## config.mk

```make
export PLATFORM = sky130hd
export DESIGN_NAME = log_peak_decimator
export DESIGN_NICKNAME = d
export VERILOG_FILES = /design/src/hdl/lpd_pkg.sv /design/src/hdl/lpd_front.sv /design/src/hdl/lpd_fifo.sv /design/src/hdl/lpd_back.sv /design/src/hdl/log_peak_decimator.sv
export SDC_FILE = /design/constraint.sdc
export NUM_CORES = 1
export LEC_CHECK = 0
export BUFFER_PORTS_ARGS = -buffer_cell sky130_fd_sc_hd__buf_2
export CAP_MARGIN = 20
export CELL_PAD_IN_SITES_DETAIL_PLACEMENT = 0
export CELL_PAD_IN_SITES_GLOBAL_PLACEMENT = 2
export CORE_ASPECT_RATIO = 1.5
export CORE_MARGIN = 3
export CORE_UTILIZATION = 42
export CTS_CLUSTER_DIAMETER = 60
export DETAILED_ROUTE_END_ITERATION = 10
export HOLD_SLACK_MARGIN = 0.02
export PLACE_DENSITY = 0.77
export SLEW_MARGIN = 40
export SYNTH_ARGS = -nofsm -noshare
export SYNTH_HDL_FRONTEND = slang
export SYNTH_HIERARCHICAL = 1
export SYNTH_SLANG_ARGS = --single-unit
```

## constraint.sdc

```tcl
create_clock -name clk -period 6.41 [get_ports clk]
set_input_delay 0.3205 -clock clk [delete_from_list [all_inputs] [get_ports clk]]
set_output_delay 0.3205 -clock clk [all_outputs]
set_load 0.02 [all_outputs]
```

## src/hdl/lpd_pkg.sv

```systemverilog
// Shared types, constants and the log table generator for the log peak decimator.
package lpd_pkg;

  localparam int unsigned QDEPTH = 8;
  localparam int unsigned QAW    = $clog2(QDEPTH);
  localparam int unsigned QCW    = $clog2(QDEPTH + 1);

  // 100 * ln(2) in Q16
  localparam logic [22:0] LN2_X100_Q16 = 23'd4542609;
  localparam logic [15:0] VALUE_MAX    = 16'hFFFF;

  localparam logic KIND_HEADER = 1'b0;
  localparam logic KIND_SAMPLE = 1'b1;

  localparam logic CFG_DECIM_STEP   = 1'b0;
  localparam logic CFG_LAST_SEGMENT = 1'b1;

  typedef enum logic [1:0] {
    CLS_ZERO,
    CLS_MAX,
    CLS_LOG
  } cls_t;

  typedef struct packed {
    logic        kind;
    logic [2:0]  segment_number;
    logic [31:0] sample_bits;
    logic        last_in_message;
  } in_t;

  typedef struct packed {
    logic        bin_valid;
    logic [15:0] bin_value;
    logic [11:0] bin_index;
    logic        sweep_done;
    logic [12:0] bins_in_frame;
  } out_t;

  // Classified item passed from the front to the back
  typedef struct packed {
    logic        kind;
    logic [2:0]  seg;
    logic        last;
    logic [15:0] value;
  } tok_t;

  // log2(1 + k / 2^bits) in Q16 by repeated squaring; evaluated at elaboration
  function automatic logic [15:0] lut_entry(input int unsigned k, input int unsigned bits);
    logic [63:0] y;
    logic [15:0] r;
    y = (64'd1 << 30) + (64'(k) << (30 - bits));
    r = '0;
    for (int i = 0; i < 16; i++) begin
      y = (y * y) >> 30;
      r = {r[14:0], 1'b0};
      if (y >= (64'd2 << 30)) begin
        y = y >> 1;
        r[0] = 1'b1;
      end
    end
    return r;
  endfunction

endpackage

```

## src/hdl/lpd_front.sv

```systemverilog
// Front end: decodes float32 samples and computes 100*ln(x) in a three-stage pipeline.
module lpd_front #(
  parameter int unsigned LUT_BITS = 8
) (
  input  logic          clk,
  input  logic          rst_n,
  input  logic          accept,
  input  lpd_pkg::in_t  in_data,
  output logic          tok_valid,
  output lpd_pkg::tok_t tok_data,
  output logic [1:0]    inflight
);

  localparam int unsigned LUT_DEPTH = 2 ** LUT_BITS;

  logic [15:0] lut_rom [LUT_DEPTH];

  for (genvar g = 0; g < LUT_DEPTH; g++) begin : g_lut
    assign lut_rom[g] = lpd_pkg::lut_entry(32'(g), LUT_BITS);
  end

  // stage A: decode
  logic                a_vld_r;
  logic                a_kind_r, a_last_r;
  logic [2:0]          a_seg_r;
  logic [6:0]          a_exp_r;
  logic [LUT_BITS-1:0] a_idx_r;
  lpd_pkg::cls_t       a_cls_r;
  // stage B: table read
  logic                b_vld_r;
  logic                b_kind_r, b_last_r;
  logic [2:0]          b_seg_r;
  logic [6:0]          b_exp_r;
  logic [15:0]         b_t_r;
  lpd_pkg::cls_t       b_cls_r;
  // stage C: product
  logic                c_vld_r;
  logic                c_kind_r, c_last_r;
  logic [2:0]          c_seg_r;
  logic [45:0]         c_prod_r;
  lpd_pkg::cls_t       c_cls_r;

  logic                sgn;
  logic [7:0]          ef;
  logic [22:0]         mant;
  lpd_pkg::cls_t       cls_nxt;
  logic [22:0]         l_sum;

  always_comb begin
    sgn  = in_data.sample_bits[31];
    ef   = in_data.sample_bits[30:23];
    mant = in_data.sample_bits[22:0];
    if (ef == 8'hFF) begin
      cls_nxt = (!sgn && mant == '0) ? lpd_pkg::CLS_MAX : lpd_pkg::CLS_ZERO;
    end else if (sgn || ef < 8'd127) begin
      cls_nxt = lpd_pkg::CLS_ZERO;
    end else begin
      cls_nxt = lpd_pkg::CLS_LOG;
    end
    l_sum = {b_exp_r, 16'h0000} + 23'(b_t_r);
  end

  always_ff @(posedge clk) begin
    if (!rst_n) begin
      a_vld_r <= 1'b0;
      b_vld_r <= 1'b0;
      c_vld_r <= 1'b0;
    end else begin
      a_vld_r <= accept;
      b_vld_r <= a_vld_r;
      c_vld_r <= b_vld_r;
    end
  end

  always_ff @(posedge clk) begin
    a_kind_r <= in_data.kind;
    a_last_r <= in_data.last_in_message;
    a_seg_r  <= in_data.segment_number;
    a_exp_r  <= 7'(ef - 8'd127);
    a_idx_r  <= mant[22 -: LUT_BITS];
    a_cls_r  <= cls_nxt;

    b_kind_r <= a_kind_r;
    b_last_r <= a_last_r;
    b_seg_r  <= a_seg_r;
    b_exp_r  <= a_exp_r;
    b_t_r    <= lut_rom[a_idx_r];
    b_cls_r  <= a_cls_r;

    c_kind_r <= b_kind_r;
    c_last_r <= b_last_r;
    c_seg_r  <= b_seg_r;
    c_prod_r <= 46'(l_sum) * 46'(lpd_pkg::LN2_X100_Q16);
    c_cls_r  <= b_cls_r;
  end

  always_comb begin
    tok_valid     = c_vld_r;
    tok_data.kind = c_kind_r;
    tok_data.seg  = c_seg_r;
    tok_data.last = c_last_r;
    case (c_cls_r)
      lpd_pkg::CLS_MAX: tok_data.value = lpd_pkg::VALUE_MAX;
      lpd_pkg::CLS_LOG: tok_data.value = 16'(c_prod_r[45:32]);
      default:          tok_data.value = '0;
    endcase
    inflight = 2'(a_vld_r) + 2'(b_vld_r) + 2'(c_vld_r);
  end

endmodule

```

## src/hdl/lpd_fifo.sv

```systemverilog
// Short queue of classified items between the front and the back.
module lpd_fifo (
  input  logic                     clk,
  input  logic                     rst_n,
  input  logic                     push,
  input  lpd_pkg::tok_t            push_data,
  input  logic                     pop,
  output lpd_pkg::tok_t            pop_data,
  output logic                     not_empty,
  output logic [lpd_pkg::QCW-1:0]  count
);

  lpd_pkg::tok_t               mem_r [lpd_pkg::QDEPTH];
  logic [lpd_pkg::QAW-1:0]     wr_ptr_r, rd_ptr_r;
  logic [lpd_pkg::QCW-1:0]     count_r;

  always_ff @(posedge clk) begin
    if (push) begin
      mem_r[wr_ptr_r] <= push_data;
    end
  end

  always_ff @(posedge clk) begin
    if (!rst_n) begin
      wr_ptr_r <= '0;
      rd_ptr_r <= '0;
      count_r  <= '0;
    end else begin
      if (push) begin
        wr_ptr_r <= wr_ptr_r + 1'b1;
      end
      if (pop) begin
        rd_ptr_r <= rd_ptr_r + 1'b1;
      end
      case ({push, pop})
        2'b10:   count_r <= count_r + 1'b1;
        2'b01:   count_r <= count_r - 1'b1;
        default: count_r <= count_r;
      endcase
    end
  end

  assign pop_data  = mem_r[rd_ptr_r];
  assign not_empty = (count_r != '0);
  assign count     = count_r;

endmodule

```

## src/hdl/lpd_back.sv

```systemverilog
// Back end: peak hold, grouping, bin counting, sweep end and the output register.
module lpd_back #(
  parameter int unsigned MAX_BINS = 4096
) (
  input  logic          clk,
  input  logic          rst_n,
  input  logic          tok_avail,
  input  lpd_pkg::tok_t tok_data,
  output logic          tok_pop,
  input  logic          cfg_we,
  input  logic          cfg_index,
  input  logic [7:0]    cfg_data,
  output logic          out_valid,
  input  logic          out_stall,
  output lpd_pkg::out_t out_data
);

  localparam int unsigned BCW = $clog2(MAX_BINS + 1);

  logic [7:0]     decim_step_r;
  logic [2:0]     last_segment_r;
  logic [15:0]    peak_r, peak_nxt;
  logic [7:0]     phase_r, phase_nxt;
  logic [BCW-1:0] bin_cnt_r, bin_cnt_nxt;
  logic [2:0]     seg_r, seg_nxt;
  logic           out_valid_r;
  lpd_pkg::out_t  out_data_r;

  logic           bin_vld, done;
  logic [15:0]    pk, bin_val;
  logic [BCW-1:0] bin_idx;
  logic [7:0]     step;

  always_ff @(posedge clk) begin
    if (!rst_n) begin
      decim_step_r   <= 8'd8;
      last_segment_r <= 3'd7;
    end else if (cfg_we) begin
      case (cfg_index)
        lpd_pkg::CFG_DECIM_STEP:   decim_step_r   <= cfg_data;
        lpd_pkg::CFG_LAST_SEGMENT: last_segment_r <= cfg_data[2:0];
        default: ;
      endcase
    end
  end

  // take a new item whenever the output register is free or being drained
  assign tok_pop = tok_avail && (!out_valid_r || !out_stall);

  always_comb begin
    peak_nxt    = peak_r;
    phase_nxt   = phase_r;
    bin_cnt_nxt = bin_cnt_r;
    seg_nxt     = seg_r;
    bin_vld     = 1'b0;
    bin_val     = '0;
    bin_idx     = '0;
    step        = (decim_step_r == '0) ? 8'd1 : decim_step_r;
    pk          = (tok_data.value > peak_r) ? tok_data.value : peak_r;
    if (tok_data.kind == lpd_pkg::KIND_HEADER) begin
      seg_nxt   = tok_data.seg;
      if (tok_data.seg == '0) begin
        bin_cnt_nxt = '0;
      end
      peak_nxt  = '0;
      phase_nxt = '0;
    end else begin
      if ({1'b0, phase_r} + 9'd1 >= {1'b0, step}) begin
        if (bin_cnt_r < BCW'(MAX_BINS)) begin
          bin_vld     = 1'b1;
          bin_val     = pk;
          bin_idx     = bin_cnt_r;
          bin_cnt_nxt = bin_cnt_r + 1'b1;
        end
        peak_nxt  = '0;
        phase_nxt = '0;
      end else begin
        peak_nxt  = pk;
        phase_nxt = phase_r + 8'd1;
      end
    end
    done = tok_data.last && (seg_nxt == last_segment_r);
  end

  always_ff @(posedge clk) begin
    if (!rst_n) begin
      peak_r      <= '0;
      phase_r     <= '0;
      bin_cnt_r   <= '0;
      seg_r       <= '0;
      out_valid_r <= 1'b0;
    end else begin
      if (tok_pop) begin
        peak_r      <= peak_nxt;
        phase_r     <= phase_nxt;
        bin_cnt_r   <= bin_cnt_nxt;
        seg_r       <= seg_nxt;
        out_valid_r <= bin_vld || done;
      end else if (!out_stall) begin
        out_valid_r <= 1'b0;
      end
    end
  end

  always_ff @(posedge clk) begin
    if (tok_pop) begin
      out_data_r.bin_valid     <= bin_vld;
      out_data_r.bin_value     <= bin_val;
      out_data_r.bin_index     <= 12'(bin_idx);
      out_data_r.sweep_done    <= done;
      out_data_r.bins_in_frame <= done ? 13'(bin_cnt_nxt) : 13'd0;
    end
  end

  assign out_valid = out_valid_r;
  assign out_data  = out_data_r;

endmodule

```

## src/hdl/log_peak_decimator.sv

```systemverilog
// Top level of the log peak decimator: front pipeline, queue and back end.
//
// Input channel (in_valid/in_stall/in_data): a message is a header item
// (kind 0, segment number) followed by float32 power samples (kind 1).
// Each sample becomes 100*ln(x) clamped to 0..65535; the peak over every
// decim_step samples is sent as one display bin on the result channel
// (out_valid/out_stall/out_data), which also flags the end of a sweep.
// Configuration writes (cfg_valid/cfg_ready) are always taken.
// Throughput: one item per cycle while in_stall is low. An item that causes a
// result shows it on out_valid after the 3 log stages, the queue write and
// the output register. Items without a result leave nothing.
// The log unit feeds an 8-entry queue; in_stall rises when the queue and
// the three log stages together hold 8 items, so a stalled receiver backs
// up into the input once 8 items wait behind the held result. A held result
// stays on out_data.
// Reset clears the peak, phase, bin counter and segment, empties the queue
// and the pipeline, and restores decim_step to 8 and last_segment to 7.
module log_peak_decimator #(
  parameter int unsigned MAX_BINS     = 4096,
  parameter int unsigned LOG_LUT_BITS = 8
) (
  input  logic          clk,
  input  logic          rst_n,
  input  logic          in_valid,
  output logic          in_stall,
  input  lpd_pkg::in_t  in_data,
  output logic          out_valid,
  input  logic          out_stall,
  output lpd_pkg::out_t out_data,
  input  logic          cfg_valid,
  output logic          cfg_ready,
  input  logic          cfg_index,
  input  logic [7:0]    cfg_data
);

  logic                       in_accept;
  logic                       tok_valid, tok_pop, q_avail;
  lpd_pkg::tok_t              tok_data, q_data;
  logic [1:0]                 inflight;
  logic [lpd_pkg::QCW-1:0]    q_count;
  logic [lpd_pkg::QCW:0]      occupancy;

  assign occupancy = (lpd_pkg::QCW + 1)'(q_count) + (lpd_pkg::QCW + 1)'(inflight);
  assign in_stall  = (occupancy >= (lpd_pkg::QCW + 1)'(lpd_pkg::QDEPTH));
  assign in_accept = in_valid && !in_stall;
  assign cfg_ready = 1'b1;

  lpd_front #(
    .LUT_BITS (LOG_LUT_BITS)
  ) u_front (
    .clk       (clk),
    .rst_n     (rst_n),
    .accept    (in_accept),
    .in_data   (in_data),
    .tok_valid (tok_valid),
    .tok_data  (tok_data),
    .inflight  (inflight)
  );

  lpd_fifo u_fifo (
    .clk       (clk),
    .rst_n     (rst_n),
    .push      (tok_valid),
    .push_data (tok_data),
    .pop       (tok_pop),
    .pop_data  (q_data),
    .not_empty (q_avail),
    .count     (q_count)
  );

  lpd_back #(
    .MAX_BINS (MAX_BINS)
  ) u_back (
    .clk       (clk),
    .rst_n     (rst_n),
    .tok_avail (q_avail),
    .tok_data  (q_data),
    .tok_pop   (tok_pop),
    .cfg_we    (cfg_valid && cfg_ready),
    .cfg_index (cfg_index),
    .cfg_data  (cfg_data),
    .out_valid (out_valid),
    .out_stall (out_stall),
    .out_data  (out_data)
  );

endmodule

```

# Yosys cells after proc, flatten, opt, wreduce, memory -nomap -nowiden
# Memory sizes are Yosys's and may differ from the RTL's. A register that Yosys moved wholly into a read port is not among the register bits.
# Index checks and enable logic that the tools add are counted.
[totals] mem_count=2 out_inout_bits=46 reg_bits=197 wordCells=107 latch_bits=0 ramBits=168 rom_bits=4096 in_bits=51
[op_classes] n_bitwise=2 order_cmp=5 shifts=0 addsub=12 eq_ne=7 div=0 mul=1 muxes=25 n_reduce_logical=19
[memory_table] name="(no name shown)" depth=256 width=16 read_ports=1 rd_clocked_by_memory_dff=1 wr=0 line_no="lpd_front.sv:87" source="b_t_r <= lut_rom[a_idx_r];"
[memory_table] name="u_fifo.mem_r" depth=8 width=21 read_ports=1 rd_clocked_by_memory_dff=1 wr=1 line_no="lpd_fifo.sv:13" source="lpd_pkg::tok_t mem_r [lpd_pkg::QDEPTH];"
[op_table] operator="2-to-1 mux 13 bit" count=4
[op_table] operator="2-to-1 mux 16 bit" count=3
[op_table] operator="multiplier 23 x 23 -> 46 bit (second input constant)" count=1
[op_table] operator="case mux 16 bit (2 select lines)" count=1
[op_table] operator="2-to-1 mux 8 bit" count=3
[op_table] operator="adder 23 x 16 -> 23 bit" count=1
[op_table] operator="zero test 23 bit" count=1
[op_table] operator="greater-than comparator 16 bit" count=1
[op_table] operator="adder 13 x 1 -> 13 bit (second input constant)" count=1
[op_table] operator="less-than comparator 13 bit (second input constant)" count=1
[op_table] operator="adder 8 x 1 -> 9 bit (second input constant)" count=1
[op_table] operator="greater-or-equal comparator 9 x 8 -> 1 bit" count=1
[op_table] operator="2-to-1 mux 3 bit" count=3
[op_table] operator="NOT 8 -> 9 bit" count=1
[op_table] operator="adder 8 x 1 -> 8 bit (second input constant)" count=1
[op_table] operator="equality test 8 bit (second input constant)" count=1
[op_table] operator="zero test 8 bit" count=1
[op_table] operator="less-than comparator 8 x 7 -> 1 bit (second input constant)" count=1
[op_table] operator="2-to-1 mux 1 bit" count=8
[op_table] operator="case mux 4 bit (2 select lines)" count=1
[op_table] operator="subtractor 7 bit (second input constant)" count=1
[op_table] operator="adder 3 x 1 -> 3 bit (second input constant)" count=2
[op_table] operator="adder 4 x 2 -> 5 bit" count=1
[op_table] operator="greater-or-equal comparator 5 x 4 -> 1 bit (second input constant)" count=1
[op_table] operator="other kinds (18)" count=30

# Longest topological paths before layout
[depth] word_depth=7 depth_mapped=20 ltp_nobuf=20

# Modules after synthesis
# Netlist, hierarchy kept.
[by_module_without_submodules] mod="lpd_front" cells_each=1612 instances=1 area_per_inst_um2=13082.5
[by_module_without_submodules] mod="lpd_fifo" cells_each=312 instances=1 area_per_inst_um2=7105.6
[by_module_without_submodules] mod="lpd_back" cells_each=528 instances=1 area_per_inst_um2=4927.2
[by_module_without_submodules] mod="log_peak_decimator" cells_each=14 instances=1 area_per_inst_um2=116.4

# Least setup slack after synthesis
# No wires, ideal clock.
[synth_path] path_type="register -> register" startpoint="reg u_front.b_t_r[9]" endpoint="reg u_front.c_prod_r[43]" n_path_buf=0 arrival_time_ns=5.576 slack_ns=0.701 setup_ns=0.133 required_time_ns=6.277 stages_incl_launch_ff=21 path_cell_list="dfxtp_1 > ha_1 > ha_1 > inv_1 > fa_1 > inv_1 > fa_1 > fa_1 > inv_1 > fa_1 > fa_1 > inv_1 > ha_1 > nand4_1 > or4_1 > or2_0 > o22ai_1 > nor3_1 > o21ai_2 > mux2i_1 > o2111ai_1"
[synth_via] elab_chain_cells=2
[synth_rtl] item="from (decl)" line_no="lpd_front.sv:34" source="logic [15:0] b_t_r;"
[synth_rtl] item="adder 23 x 16 -> 23 bit" line_no="lpd_front.sv:60" source="l_sum = {b_exp_r, 16'h0000} + 23'(b_t_r);"
[synth_rtl] item="multiplier 23 x 23 -> 46 bit" line_no="lpd_front.sv:93" source="c_prod_r <= 46'(l_sum) * 46'(lpd_pkg::LN2_X100_Q16);"
[synth_rtl] item="to (signal assigned)" line_no="lpd_front.sv:93"
[synth_rtl] item="to (decl)" line_no="lpd_front.sv:40" source="logic [45:0] c_prod_r;"
# No other way between the ends.
# A chain may end at the register's enable or synchronous reset.

# Worst setup path in the final report
[layout_path] startpoint="reg u_front.b_t_r[8]" endpoint="reg u_front.c_prod_r[43]"
# Same word-level chain as after synthesis.

==> flow_summary_export.csv <==
group,metric,value,unit
min_path,worstHoldPathCells,3,
sta,min_period,5.93,ns
synth,mappedNetlistArea,25200,sq um
clock_tree,clock_latency,0.57,ns
pwr,powerDensity,537,nW/um^2
floorplanning,die_area,63100,sq um
floorplanning,io_pins,97,
sta,finalHoldViolations,0,
drt,dr.pass1.iters,6,
sta,relSlewSlack,41.4,%
drt,wl_per_cell,22.9,microns
synth,synth_area_per_cell,10.2,sq um
synth,ys_ff_latch,352,
clock_tree,cts_made_buffers,39,
pwr,irDropWorstVdd,388,uV
final_layout,drive_above_1_share,11.3,%
drt,antenna_left,0,
sta,maxSlewViolCount,0,
sta,worst-slew-pin-transition,0.876,ns
final_layout,areaGrowthSynthToFinish,11.2,%
synth,synth-edff-count,211,
synth,synth_top_area_share,25.1,%
critical_path,path_common_cell,"fa_1",
placed_design,place_area,26400,sq um
clock_tree,cts.reportedPaths.clkPinSlew,0.06,ns
global_routing,globalRouteTotalUtil,24.4,%
critical_path,critPathArrivalTime,6.37,ns
sta,setup_tns,0,ns
sta,setup_viol,0,
synth,async_flop_share,0,%
sta,skew,0.0166,ns
clock_tree,clock-root-buffer,"clkbuf_16",
critical_path,cpPeakStageDelay,0.55,ns
global_routing,grt_pass1_wl,118000,microns
drt,drt_wl_total,76500,microns
synth,yosysSeqAreaShare,36.3,%
critical_path,regToRegStartpoint,"u_front/b_t_r[8]$_DFF_P_",
critical_path,crit_fanout,8,
clock_tree,htreeDepth,2,
drt,route.vias.total,19300,
synth,yosysTopAreaCell,"edfxtp_1",
sta,post-route-period-util,92.5,%
synth,postSynthCellCount,2466,
drt,drt-vias-per-instance,5.79,
clock_tree,cts_tree,"done",
min_path,hold_path_end,"u_front/a_vld_r$_SDFF_PN0_",
final_layout,final_core_util,47.4,%
clock_tree,cts_resized,0,
synth,yosys_most_used_dff,"edfxtp_1",
min_path,holdCritStartpoint,"in_valid",
sta,fin_ws,0.480,ns
placed_design,dp_hpwl,55300,microns
critical_path,crit_slowest_cell,"fa_1",
clock_tree,cts.sinks,352,
synth,synth_area_leaders,"edfxtp_1 (25%), ha_1 (15%), dfxtp_1 (11%)",
global_routing,grt.overflow.total,0,
drt,drcViolationCount,0,
status,status,"completed",
final_layout,fillers,5587,
floorplanning,die_w,206,microns
pwr,p_leak,11.7,nW
drt,detail_route.iter0.violations,1450,
synth,yosysWarnings,6,
critical_path,crit_path_cell_trace,"ha_1, ha_1, inv_1, fa_1, inv_1, fa_1, fa_1, inv_1, fa_1, fa_1, inv_1, ha_1, nand4_1, or4_1, or2_0, o22ai_1, nor3_1, o21ai_2, mux2i_1, o2111ai_1",
placed_design,pre_cts_slack,0.486,ns
final_layout,antennaDiodeCount,0,
critical_path,cp-start-kind,"flop",
job,drv_cap,0,
floorplanning,dieHeight,306,microns
placed_design,gp_congestion,0.945,
min_path,hold_path_class,"in -> reg",
final_layout,num-nets-final,2974,
synth,synth_cell_types,85,
critical_path,endpoint_kind,"flop",
clock_tree,clockBufferDepth,3,
floorplanning,core_area,59200,sq um
global_routing,grt_max_degree,78,
global_routing,antenna_found_initial,1,
critical_path,r2r_end,"u_front/c_prod_r[43]$_DFF_P_",
floorplanning,initial_core_util,42.6,%
global_routing,grt_pass1_vias,19800,
floorplanning,std_cell_rows,109,
final_layout,design_area,28100,sq um
critical_path,ff2ff_path_depth,20,
critical_path,r2r_setup_slack,0.48,ns
synth,synth_nets,2910,
clock_tree,cts_setup_buffers,0,
critical_path,cp.required,6.85,ns
placed_design,io_buffer_count,95,
sta,rsz0062_at_grt,"false",
critical_path,worst-setup-path-type,"reg -> reg",
sta,clock.fmax,169,MHz
==> flip-flops by register name, summed over array words and instances, names as in the netlist, 2 cells and up, named ones only <==
name,cells
u_fifo/mem_r,168
u_back/out_data,43
u_back/peak_r,16
u_front/b_t_r,16
u_front/c_prod_r,14
u_back/bin_cnt_r,13
u_back/decim_step_r,8
u_back/phase_r,8
u_front/a_idx_r,8
u_front/a_exp_r,7
u_front/b_exp_r,7
u_fifo/count,4
u_back/last_segment_r,3
u_back/seg_r,3
u_fifo/rd_ptr_r,3
u_fifo/wr_ptr_r,3
u_front/a_seg_r,3
u_front/b_seg_r,3
u_front/c_seg_r,3
u_front/a_cls_r,2
u_front/b_cls_r,2
u_front/c_cls_r,2
==> what timing repair did <==
| action | in CTS | in global routing |
|---|---|---|
| hold endpoints to repair | 34 | 0 |
| endpoints found under the setup margin | 0 | 0 |
| hold buffers | 34 | 0 |
==> through the flow <==
step,hold slack [ns],instances,power (mW)
global placement,0.310,3231,12.9
CTS,0.0295,3338,15.2
finish,0.0637,3338,15.1
floorplan,0.310,2466,10.3
global route,0.0833,3338,16.7
detailed placement,0.312,3232,12.9
==> kinds of logic (layout without fill, tap and decap cells) <==
| kind of cell | Yosys count | after routing | synth area share [%] |
|---|---|---|---|
| AO/OA/AOI/OAI | 568 | 568 | 14.5 |
| XOR/XNOR | 39 | 39 | 1.35 |
| adder cells (fa/ha/maj) | 393 | 393 | 22.5 |
| buffers and inverters | 390 | 485 | 6.31 |
| flip-flops | 352 | 352 | 36.3 |
| multiplexers | 110 | 110 | 7.66 |
| other | 1 | 1 | 0.0149 |
| AND/OR/NAND/NOR | 613 | 613 | 11.4 |
==> worst max-delay path, delay by kind of cell, from the launching register on <==
| kind | cells | cell delay, ns |
|---|---|---|
| buffers and inverters | 4 | 0.19 |
| AND/OR/NAND/NOR | 4 | 1.00 |
| AO/OA/AOI/OAI | 3 | 0.48 |
| multiplexers | 1 | 0.22 |
| adder cells (fa/ha/maj) | 8 | 3.46 |
| flip-flops | 1 | 0.43 |
==> report_power, final <==
part / total [mW] / internal, mW / switching (mW)
sequential: 3.02 / 2.76 / 0.257
combinational: 9.85 / 3.96 / 5.90
clock: 2.19 / 1.24 / 0.954
total: 15.1 / 7.96 / 7.11
==> area by class of cell <==
type                       instances  area [sq um]  share of cell area [%]
tap                              777           972                    3.47
sequential                       352          9180                    32.7
timing repair buffer             180          1220                    4.36
clock inverter                    26           260                   0.928
clock buffer                      46          1010                    3.61
inverter                         233           875                    3.12
multi-input combinational       1724         14500                    51.8
==> layout by cell type, fill, tap and decap left out, types with 20 or more instances in the layout <==
cell type and count:
a211oi_1 33, a21o_1 24, a21oi_1 185, a31oi_1 28, and2_1 28, buf_2 95
buf_4 49, clkbuf_16 39, dfxtp_1 134, dlygate4sd3_1 34, edfxtp_1 211, fa_1 100
ha_1 292, inv_1 230, mux2_2 25, mux2i_1 33, mux4_1 40, nand2_1 179
nand2b_1 20, nand3_1 79, nor2_1 162, nor3_1 36, o211ai_1 21, o21ai_0 116
xor2_1 20
==> synthesized netlist by cell type (all sizes together) (17+ instances only) <==
| cell type | number |
|---|---|
| ha | 293 |
| a31oi | 29 |
| o21ai | 124 |
| and2 | 28 |
| o211ai | 21 |
| mux2 | 25 |
| xnor2 | 19 |
| mux2i | 33 |
| nand3 | 79 |
| clkbuf | 87 |
| nor3 | 38 |
| a211oi | 35 |
| nand4 | 19 |
| mux4 | 52 |
| dfxtp | 141 |
| inv | 231 |
| a311oi | 19 |
| nand2b | 20 |
| buf | 70 |
| a21o | 24 |
| fa | 100 |
| nor2 | 169 |
| nor2b | 17 |
| xor2 | 20 |
| edfxtp | 211 |
| nand2 | 180 |
| a21oi | 185 |
==> layer usage <==
metal  wire length [microns]  GRT usage, %
met4                    3590          10.8
met2                   39100          43.3
met5                      13             0
met1                   30000          29.1
met3                    3740          3.47
==> worst max path at each step <==
stage,startpoint,to,slack (ns),depth (start not counted)
after floorplan,u_front/b_t_r[9]$_DFF_P_,u_front/c_prod_r[43]$_DFF_P_,0.70,20
after global placement,u_front/b_t_r[8]$_DFF_P_,u_front/c_prod_r[43]$_DFF_P_,0.50,20
after detailed placement,u_front/b_t_r[8]$_DFF_P_,u_front/c_prod_r[43]$_DFF_P_,0.49,20
after CTS,u_front/b_t_r[8]$_DFF_P_,u_front/c_prod_r[43]$_DFF_P_,0.45,20
after global routing,u_front/b_t_r[8]$_DFF_P_,u_front/c_prod_r[43]$_DFF_P_,0.09,20
final,u_front/b_t_r[8]$_DFF_P_,u_front/c_prod_r[43]$_DFF_P_,0.48,20
No activity file was read; power rests on OpenSTA's default activity.
